### config.mk
export PLATFORM = sky130hd
export DESIGN_NAME = mrra_round_unit
export DESIGN_NICKNAME = d
export VERILOG_FILES = /design/src/hdl/mrra_pkg.sv /design/src/hdl/mrra_round_unit.sv
export SDC_FILE = /design/constraint.sdc
export NUM_CORES = 1
export LEC_CHECK = 0
export ABC_AREA = 0
export ABC_CLOCK_PERIOD_IN_PS = 3360
export BUFFER_PORTS_ARGS = -buffer_cell sky130_fd_sc_hd__buf_2
export CORE_MARGIN = 5
export CORE_UTILIZATION = 41
export DETAILED_ROUTE_END_ITERATION = 8
export PLACE_DENSITY = 0.91
export RECOVER_POWER = 25
export SYNTH_ARGS = -nofsm -noshare
export SYNTH_HDL_FRONTEND = slang
export SYNTH_SLANG_ARGS = --single-unit
### constraint.sdc
create_clock -name vclk -period 3.36
set_input_delay 0.84 -clock vclk [all_inputs]
set_output_delay 0.84 -clock vclk [all_outputs]
set_load 0.1 [all_outputs]
### src/hdl/mrra_pkg.sv
// Shared types and constants for the mark/release region allocator.
// No dependencies; imported by every module of the block.
`default_nettype none

package mrra_pkg;

    localparam int unsigned DATA_W  = 32;
    localparam int unsigned MARKS_W = 8;

    // Request kinds carried on the func field
    localparam logic [1:0] FUNC_ALLOC = 2'd0;
    localparam logic [1:0] FUNC_FREE  = 2'd1;
    localparam logic [1:0] FUNC_RESET = 2'd2;

    // Configuration register indexes
    localparam logic CFG_POOL_BASE = 1'b0;
    localparam logic CFG_POOL_SIZE = 1'b1;

    // One history entry: pointer and space left at the time of the push
    typedef struct packed {
        logic [DATA_W-1:0] addr;
        logic [DATA_W-1:0] space;
    } mark_t;

    // One result item
    typedef struct packed {
        logic [DATA_W-1:0]  addr;
        logic               granted;
        logic [MARKS_W-1:0] marks;
    } res_t;

    typedef enum logic [2:0] {
        ST_IDLE  = 3'b001,
        ST_ROUND = 3'b010,
        ST_POP   = 3'b100
    } state_t;

endpackage

`default_nettype wire

### src/hdl/mrra_round_unit.sv
// Rounds a request size up to a multiple of ALIGN_BYTES (33-bit result).
// Power-of-two alignment is a mask; otherwise a three-stage reciprocal remainder.
// Depends on mrra_pkg (DATA_W).
`default_nettype none

module mrra_round_unit #(
    parameter int unsigned ALIGN_BYTES = 64
) (
    input  wire                         clk,
    input  wire                         rst_n,
    input  wire                         start,
    input  wire  [mrra_pkg::DATA_W-1:0] size,
    output logic                        done,
    output logic [mrra_pkg::DATA_W:0]   rounded
);
    import mrra_pkg::*;

    localparam bit IS_POW2 = ((ALIGN_BYTES & (ALIGN_BYTES - 1)) == 0);

    generate
        if (IS_POW2)
        begin : g_mask
            localparam logic [DATA_W:0] LOW_MASK = (DATA_W+1)'(ALIGN_BYTES - 1);

            // result is ready in the cycle of the request
            assign done    = start;
            assign rounded = ((DATA_W+1)'(size) + LOW_MASK) & ~LOW_MASK;
        end
        else
        begin : g_recip
            // floor(size * RECIP / 2^32) is the quotient or one below it,
            // so one compare and subtract finishes the remainder
            localparam int unsigned RW = $clog2(ALIGN_BYTES) + 1;
            localparam logic [DATA_W-1:0] RECIP =
                DATA_W'((64'd1 << DATA_W) / 64'(ALIGN_BYTES));
            localparam logic [RW-1:0] ALIGN_R = RW'(ALIGN_BYTES);

            logic [2:0]          stage_reg, stage_next;
            logic [DATA_W-1:0]   size_reg, size_next;
            logic [DATA_W-1:0]   quot_reg, quot_next;
            logic [RW-1:0]       rem_reg, rem_next;
            logic [2*DATA_W-1:0] prod;
            logic [RW-1:0]       rem_est;

            // stage 0: quotient estimate; stage 1: remainder; stage 2: result
            always_comb
            begin
                prod       = (2*DATA_W)'(size_reg) * (2*DATA_W)'(RECIP);
                // true remainder estimate is below 2*ALIGN_BYTES, low bits suffice
                rem_est    = RW'(size_reg) - RW'(quot_reg) * ALIGN_R;
                stage_next = {stage_reg[1:0], start};
                size_next  = start ? size : size_reg;
                quot_next  = stage_reg[0] ? prod[2*DATA_W-1:DATA_W] : quot_reg;
                rem_next   = rem_reg;
                if (stage_reg[1])
                begin
                    rem_next = (rem_est >= ALIGN_R) ? (rem_est - ALIGN_R) : rem_est;
                end
            end

            always_ff @(posedge clk or negedge rst_n)
            begin
                if (!rst_n)
                begin
                    stage_reg <= '0;
                end
                else
                begin
                    stage_reg <= stage_next;
                end
            end

            always_ff @(posedge clk)
            begin
                size_reg <= size_next;
                quot_reg <= quot_next;
                rem_reg  <= rem_next;
            end

            assign done    = stage_reg[2];
            assign rounded = (rem_reg == '0)
                           ? {1'b0, size_reg}
                           : ({1'b0, size_reg} + (DATA_W+1)'(ALIGN_BYTES))
                             - (DATA_W+1)'(rem_reg);
        end
    endgenerate

endmodule

`default_nettype wire
==> run_results.csv, run 1 <==
group,metric,value,unit
logic_synthesis,syn_area_per_cell,8.28,µm²
logic_synthesis,netlist_instances,81,
logic_synthesis,synth_area,671,µm²
floorplanning,initial_core_util,44.0,%
status,status,"aborted with a tool error",
logic_synthesis,yosysWarnings,0,
status,stop_stage,"detailed placement (3_5_place_dp)",
floorplanning,rows,14,
floorplanning,fp.dieW,50.4,µm
placed_design,gp_congestion,0.819,
logic_synthesis,ys_seq_area_share,0,%
placed_design,io_buffers,59,
floorplanning,dieHeight,50.4,µm
logic_synthesis,yosysUniqueCellTypes,26,
floorplanning,io_pins,69,
status,stop_error,"[ERROR DPL-0038] Utilization greater than 100%, impossible to legalize",
==> cell families after synthesis <==
family | share of synthesized area, %
XOR/XNOR | 34.9
other | 0.559
AND/OR/NAND/NOR | 43.1
buffers and inverters | 11.4
AO/OA/AOI/OAI | 10.1
==> Yosys cell counts <==
master	instances	area, µm²
xnor2_1	19	166
buf_4	8	60.1
nand2_1	7	26.3
nand4_1	7	43.8
nand3_2	5	50.1
and3_1	4	25.0
nor2_1	4	15.0
xor2_1	4	35.0
and4_1	3	26.3
nand3_1	2	10.0
nand4_4	2	42.5
xnor2_2	2	32.5
a2111oi_2	1	15.0
a2111oi_4	1	27.5
a21boi_1	1	7.51
and2_1	1	6.26
buf_2	1	5.00
buf_6	1	11.3
conb_1	1	3.75
nand4_2	1	12.5
nor3_1	1	5.00
nor4_2	1	12.5
o211a_1	1	10.0
o211ai_1	1	7.51
or2_2	1	6.26
or4_1	1	7.51
==> through the flow <==
stage / instances / cell area [µm²] / setup TNS [ns] / setup WS [ns]
after global placement: 156 / 1740 / 0 / 0.0402
after floorplan: 86 / 1040 / -0.952 / -0.460
==> run 2: changes to the inputs <==
Settings changed: CORE_AREA from default to 5 5 66 68, CORE_MARGIN 5 to default, CORE_UTILIZATION 41 to default, DIE_AREA from default to 0 0 71 73, PLACE_DENSITY 0.91 to default, PLACE_DENSITY_LB_ADDON from default to 0.15.
==> run_results.csv, run 2 <==
group,metric,value,unit
status,status,"finished, final reports clean",
cells_and_area,nNetsFinal,179,
cells_and_area,final_common_cell,"buf_2",
grt,first_global_vias,837,
power,switching_share,68.0,%
power,p_int,0.000109,W
cells_and_area,nClkBuffers,0,
grt,grt_overflow,0,
sta,finalMaxSlewViolations,0,
routing,routed_wl,2370,µm
floorplanning,io_pins,69,
routing,vias_per_cell,4.21,
logic_synthesis,yosys.area.top_type_share,24.8,%
cells_and_area,drive_gt1_share,72.5,%
sta,tightest_slew,0.533,ns
sta,rsz0062_at_grt,"false",
logic_synthesis,yosysWarnings,0,
cells_and_area,fillers,382,
placed_design,io_buffers,59,
sta,max_slew_margin,64.2,%
sta,hold_violations,0,
cts,cts-resized-gates,0,
logic_synthesis,synth.most_common_cell,"xnor2_1",
power,irDropWorstVdd,0.153,mV
sta,min_period,3.24,ns
worst_setup_path,worstPathRequired,2.52,ns
grt,grt_max_degree,14,
cells_and_area,multi_input_area,966,µm²
logic_synthesis,synthTopCellsByArea,"xnor2_1 (25%), buf_4 (9.0%), nand3_2 (7.5%)",
floorplanning,rows,23,
logic_synthesis,netlist_instances,81,
placed_design,gp_congestion,0.668,
worst_setup_path,end_kind,"output pin",
logic_synthesis,yosysUniqueCellTypes,26,
routing,drt_iter0_drc,18,
worst_hold_path,min_path_type,"in2out",
cells_and_area,seq_area,0,µm²
power,p_leak,0.746,nW
logic_synthesis,syn_area_per_cell,8.28,µm²
power,power,0.000341,W
power,seq_power_share,0,%
sta,tns,0,ns
logic_synthesis,synthTopCellsByCount,"xnor2_1 (19), buf_4 (8), nand2_1 (7), nand4_1 (7), nand3_2 (5)",
floorplanning,die_area,5180,µm²
grt,grt.total_usage,8.85,%
floorplanning,initial_core_util,17.7,%
grt,antenna_found_initial,0,
logic_synthesis,ys_seq_area_share,0,%
cells_and_area,final_cell_mix,"buf_2 (35), buf_12 (23), xnor2_4 (14)",
worst_setup_path,startpoint_type,"input pin",
cells_and_area,antennaDiodeCount,0,
worst_setup_path,critPathArrivalTime,2.40,ns
logic_synthesis,synth_top_cell_by_area,"xnor2_1",
routing,drt-pass1-iter-count,4,
routing,wl_per_cell,12.3,µm
power,p_switching,0.000232,W
worst_setup_path,path_class,"in2out",
power,power_density,198,nW/µm²
grt,grt_pass1_wl,3930,µm
floorplanning,fp.dieW,71,µm
worst_hold_path,whs_path_depth,0,
power,power_frac_comb,100.0,%
cells_and_area,synthToLayoutAreaGrowth,157,%
power,power_frac_clock,0,%
routing,drcViolationCount,0,
routing,vias,808,
logic_synthesis,synth_area,671,µm²
worst_setup_path,path_max_fanout,3,
sta,setup_viol,0,
cells_and_area,seq_cell_count,0,
sta,fin_crit_sh,96.6,%
floorplanning,dieHeight,73,µm
placed_design,dp_hpwl,2270,µm
routing,ant_nets,0,
floorplanning,core-area,3800,µm²
sta,clock.fmax,308,MHz
job,drv_cap,0,
[run 2: layout make-up]
cell class	count	share of cell area (%)
multi-input cells	76	56.0
repair buffers	66	40.3
well taps	50	3.63
[run 2: metal layers]
layer  vias up  track usage [%]  routed length (µm)
met1       370             10.5                 826
met4         0            0.626                  19
met2        31             16.2                1320
met3         2             3.03                 206
li1        405                -                   -
met5         -                0                   0
[run 2: path summary, 6_finish.rpt]
kind | start | endpoint | slack [ns]
setup / recovery | size[5] | rounded[13] | 0.12
hold / removal | start | done | 1.68
[run 2: cell families (layout without fill, tap and decap cells)]
| group | count (synthesis) | after routing | synth area share (%) |
|---|---|---|---|
| other cells | 1 | 6 | 0.559 |
| compound gates | 5 | 5 | 10.1 |
| simple gates | 40 | 40 | 43.1 |
| buf+inv | 10 | 66 | 11.4 |
| xor+xnor | 25 | 25 | 34.9 |
[run 2: repair_timing]
action / 4_1_cts / 5_1_grt
buffers inserted: 0 / 1
setup endpoints to repair: 0 / 4
endpoints found under the hold margin: 0 / 0
hold buffers: 0 / 0
[run 2: worst max-delay path, cell delays in order]
cell and delay [ns]:
buf_2 0.11, or4_1 0.58, o211a_1 0.27, and3_1 0.24
xor2_4 0.17, buf_12 0.19
[run 2: metrics by stage]
step	area, µm²	instances	hold WS, ns	util (%)	setup WS, ns
finish	1720	192	1.68	45.4	0.116
global route	1720	192	1.68	45.4	0.0138
CTS	1790	191	1.68	47.0	0.00392
detailed placement	1790	191	1.68	47.0	0.00317
global placement	1790	191	1.68	47.0	0.0503
floorplan	1040	86	1.89	-	-0.460
[run 2: power by group through the flow]
stage	clock, W	sequential, W	combinational, W
6_report	0	0	0.000341
5_1_grt	0	0	0.000351
4_1_cts	0	0	0.000359
3_5_place_dp	0	0	0.000358
3_3_place_gp	0	0	0.000355
2_1_floorplan	0	0	0.000232
No activity file was read; power rests on OpenSTA's default activity.
==> run 3: changes to the inputs <==
Settings changed: PLACE_DENSITY from default to 0.45, PLACE_DENSITY_LB_ADDON 0.15 to default.
==> run_results.csv, run 3 (synthesis results as in run 2) <==
group,metric,value,unit
sta,setup_viol,0,
floorplanning,core-area,3800,µm²
power,irDropWorstVdd,0.129,mV
cells_and_area,drive_gt1_share,72.5,%
routing,drcViolationCount,0,
cells_and_area,seq_cell_count,0,
cells_and_area,final_cell_mix,"buf_2 (32), buf_12 (26), xnor2_4 (14)",
cells_and_area,antennaDiodeCount,0,
sta,max_slew_margin,61.4,%
worst_setup_path,critPathArrivalTime,2.41,ns
floorplanning,fp.dieW,71,µm
grt,grt_max_degree,14,
sta,fin_crit_sh,96.8,%
floorplanning,initial_core_util,17.7,%
sta,tightest_slew,0.573,ns
floorplanning,io_pins,69,
grt,grt_overflow,0,
worst_setup_path,path_cells,"buf_2 -> or4_1 -> o211a_1 -> and3_1 -> xor2_4 -> buf_12",
sta,min_period,3.25,ns
worst_setup_path,worstPathRequired,2.52,ns
job,drv_cap,0,
worst_setup_path,cp_top_family,"simple AND/OR/NAND/NOR gates",
cells_and_area,fin_cells,192,
cells_and_area,final_common_cell,"buf_2",
routing,drt-pass1-iter-count,4,
worst_setup_path,startpoint_type,"input pin",
worst_hold_path,min_path_type,"in2out",
sta,rsz0062_at_grt,"false",
worst_setup_path,path_max_fanout,3,
placed_design,gp_congestion,0.661,
grt,antenna_found_initial,0,
worst_setup_path,path_class,"in2out",
worst_setup_path,end_kind,"output pin",
placed_design,io_buffers,59,
cells_and_area,nNetsFinal,179,
power,p_leak,0.762,nW
worst_setup_path,max_stage_delay,0.59,ns
worst_setup_path,slowest_stage,"or4_1",
routing,drt_iter0_drc,17,
sta,hold_violations,0,
routing,routed_wl,2410,µm
grt,grt_pass1_wl,4160,µm
power,power_density,199,nW/µm²
cells_and_area,fillers,384,
cells_and_area,seq_area,0,µm²
floorplanning,die_area,5180,µm²
sta,clock.fmax,307,MHz
worst_setup_path,worst-path-buf-inv,2,
worst_setup_path,cp-endpoint,"rounded[13]",
grt,grt.total_usage,9.36,%
status,status,"finished, final reports clean",
cts,cts_hold_buf,0,
cells_and_area,synthToLayoutAreaGrowth,164,%
power,power,0.000351,W
worst_hold_path,whs_path_depth,0,
routing,ant_nets,0,
routing,vias,823,
cells_and_area,nClkBuffers,0,
worst_setup_path,crit_path_start,"size[5]",
placed_design,dpl.cell_count,191,
routing,vias_per_cell,4.29,
worst_setup_path,crit_cells,6,
placed_design,dp_hpwl,2270,µm
floorplanning,rows,23,
sta,finalMaxSlewViolations,0,
grt,first_global_vias,884,
routing,wl_per_cell,12.6,µm
floorplanning,dieHeight,73,µm
run 3: cell counts in the layout (fill, tap and decap cells not counted):
Identical to the previous run, type by type.
run 3: cell type report:
class | instances | area, µm² | share of cell area (%)
tap | 50 | 62.6 | 3.54
multi-input combinational | 76 | 966 | 54.6
timing repair buffer | 66 | 741 | 41.9
run 3: per-layer routing:
layer | track usage [%] | wire length [µm]
met5 | 0 | 0
met2 | 18.3 | 1350
met4 | 0.626 | 24
met3 | 1.79 | 172
met1 | 10.9 | 866
run 3: worst min-delay path by stage:
stage,start,to,slack (ns)
global placement,start,done,1.68
finish,start,done,1.68
floorplan,size[13],rounded[13],1.89
CTS,start,done,1.68
global route,start,done,1.68
detailed placement,start,done,1.68
run 3: repair_timing:
item / CTS / global route
pin swaps: 1 / 5
resized for setup: 0 / 0
buffers inserted: 1 / 0
setup endpoints to repair: 2 / 4
run 3: power breakdown:
part / internal [W] / leakage [nW] / switching, W
registers: 0 / 0 / 0
logic: 0.000118 / 0.762 / 0.000234
clock network: 0 / 0 / 0
run 3: metrics by stage:
stage	hold WS, ns	cell area [µm²]	util [%]	worst slack, ns	TNS [ns]
2_1_floorplan	1.89	1040	-	-0.460	-0.952
3_3_place_gp	1.68	1790	47.0	-0.0286	-0.0286
3_5_place_dp	1.68	1790	47.0	-0.0839	-0.116
4_1_cts	1.68	1790	47.2	0.0405	0
5_1_grt	1.68	1770	46.6	0.00551	0
6_report	1.68	1770	46.6	0.106	0
==> run 4: changes to the inputs <==
Settings changed: BUFFER_PORTS_ARGS -buffer_cell sky130_fd_sc_hd__buf_2 to default, CAP_MARGIN from default to 20, DONT_BUFFER_PORTS from default to 1, PLACE_DENSITY 0.45 to 0.3.
==> run_results.csv, run 4 (synthesis results as in run 2) <==
group,metric,value,unit
routing,vias,664,
grt,grt_max_degree,14,
power,switching_share,69.7,%
routing,ant_nets,0,
power,irDropWorstVdd,0.0964,mV
cells_and_area,antennaDiodeCount,0,
sta,clock.fmax,310,MHz
routing,drt_iter0_drc,5,
cells_and_area,final_common_cell,"buf_12",
worst_setup_path,path_cells,"nor4_2 -> a2111oi_4 -> buf_12 -> nand3_2 -> xnor2_4 -> buf_2",
worst_setup_path,crit_cells,6,
worst_setup_path,worstPathRequired,2.52,ns
grt,antenna_found_initial,0,
status,status,"finished, final reports clean",
floorplanning,initial_core_util,17.7,%
worst_setup_path,crit_path_start,"size[5]",
routing,routed_wl,2010,µm
job,drv_cap,0,
sta,tightest_slew,0.565,ns
grt,first_global_vias,676,
floorplanning,rows,23,
floorplanning,core-area,3800,µm²
routing,drcViolationCount,0,
routing,vias_per_cell,4.20,
worst_hold_path,min_path_type,"in2out",
sta,rsz0062_at_grt,"false",
floorplanning,fp.dieW,71,µm
sta,max_slew_margin,62.0,%
sta,tns,0,ns
sta,hold_violations,0,
cells_and_area,nClkBuffers,0,
worst_setup_path,slowest_stage,"nor4_2",
cts,cts_hold_buf,0,
sta,min_period,3.22,ns
power,power_frac_comb,100.0,%
routing,wl_per_cell,12.7,µm
power,p_int,0.0000862,W
worst_setup_path,cp_top_family,"simple AND/OR/NAND/NOR gates",
power,seq_power_share,0,%
worst_setup_path,worst-path-buf-inv,2,
worst_setup_path,path_class,"in2out",
cells_and_area,final_cell_mix,"buf_12 (18), xnor2_4 (14), buf_4 (11)",
placed_design,dp_hpwl,1930,µm
placed_design,gp_congestion,0.640,
sta,finalMaxSlewViolations,0,
cells_and_area,nNetsFinal,145,
worst_setup_path,critPathArrivalTime,2.38,ns
worst_setup_path,cp-endpoint,"rounded[21]",
floorplanning,dieHeight,73,µm
sta,setup_viol,0,
placed_design,io_buffers,0,
worst_setup_path,startpoint_type,"input pin",
power,power_frac_clock,0,%
worst_setup_path,path_max_fanout,13,
routing,drt-pass1-iter-count,4,
power,power_density,190,nW/µm²
cts,cts-resized-gates,0,
cells_and_area,seq_cell_count,0,
grt,grt_overflow,0,
worst_setup_path,end_kind,"output pin",
cells_and_area,drive_gt1_share,65.7,%
power,power,0.000284,W
floorplanning,io_pins,69,
worst_setup_path,max_stage_delay,0.53,ns
sta,setup_slack,0.136,ns
placed_design,pre_cts_ws,0.183,ns
sta,holdWs,1.68,ns
power,p_leak,0.590,nW
floorplanning,die_area,5180,µm²
power,p_switching,0.000198,W
grt,grt_pass1_wl,3170,µm
grt,grt.total_usage,7.19,%
cells_and_area,seq_area,0,µm²
cts,post_cts_buffers,0,
cells_and_area,synthToLayoutAreaGrowth,123,%
sta,fin_crit_sh,95.9,%
## run 4: area by class of cell
class | instances | area [µm²]
Tap cell | 50 | 62.6
Fill cell | 383 | 2300
Multi-Input combinational cell | 76 | 976
Timing Repair Buffer | 32 | 458
## run 4: how the worst min path moves through the flow
| stage | from | endpoint | slack (ns) | cells after the start |
|---|---|---|---|---|
| CTS | start | done | 1.68 | 0 |
| global placement | start | done | 1.68 | 0 |
| floorplan | size[13] | rounded[13] | 1.89 | 1 |
| global route | start | done | 1.68 | 0 |
| finish | start | done | 1.68 | 0 |
| detailed placement | start | done | 1.68 | 0 |
## run 4: layer usage
layer	track usage (%)	routed length (µm)	up-vias	share of wire (%)
li1	-	-	334	-
met1	7.33	600	296	30
met2	14.4	1150	34	57
met3	3.03	254	0	13
met4	0	0	0	0
met5	0	0	-	0
## run 4: metrics by stage
step / area, µm² / std cells / util, %
5_1_grt: 1500 / 158 / 39.4
6_report: 1500 / 158 / 39.4
3_5_place_dp: 1540 / 158 / 40.6
4_1_cts: 1540 / 158 / 40.6
3_3_place_gp: 1540 / 158 / 40.6
2_1_floorplan: 1040 / 86 / -
## run 4: power by group through the flow
stage / clock, W / sequential (W) / combinational (W)
6_report: 0 / 0 / 0.000284
5_1_grt: 0 / 0 / 0.000291
4_1_cts: 0 / 0 / 0.000294
3_5_place_dp: 0 / 0 / 0.000294
3_3_place_gp: 0 / 0 / 0.000293
2_1_floorplan: 0 / 0 / 0.000232
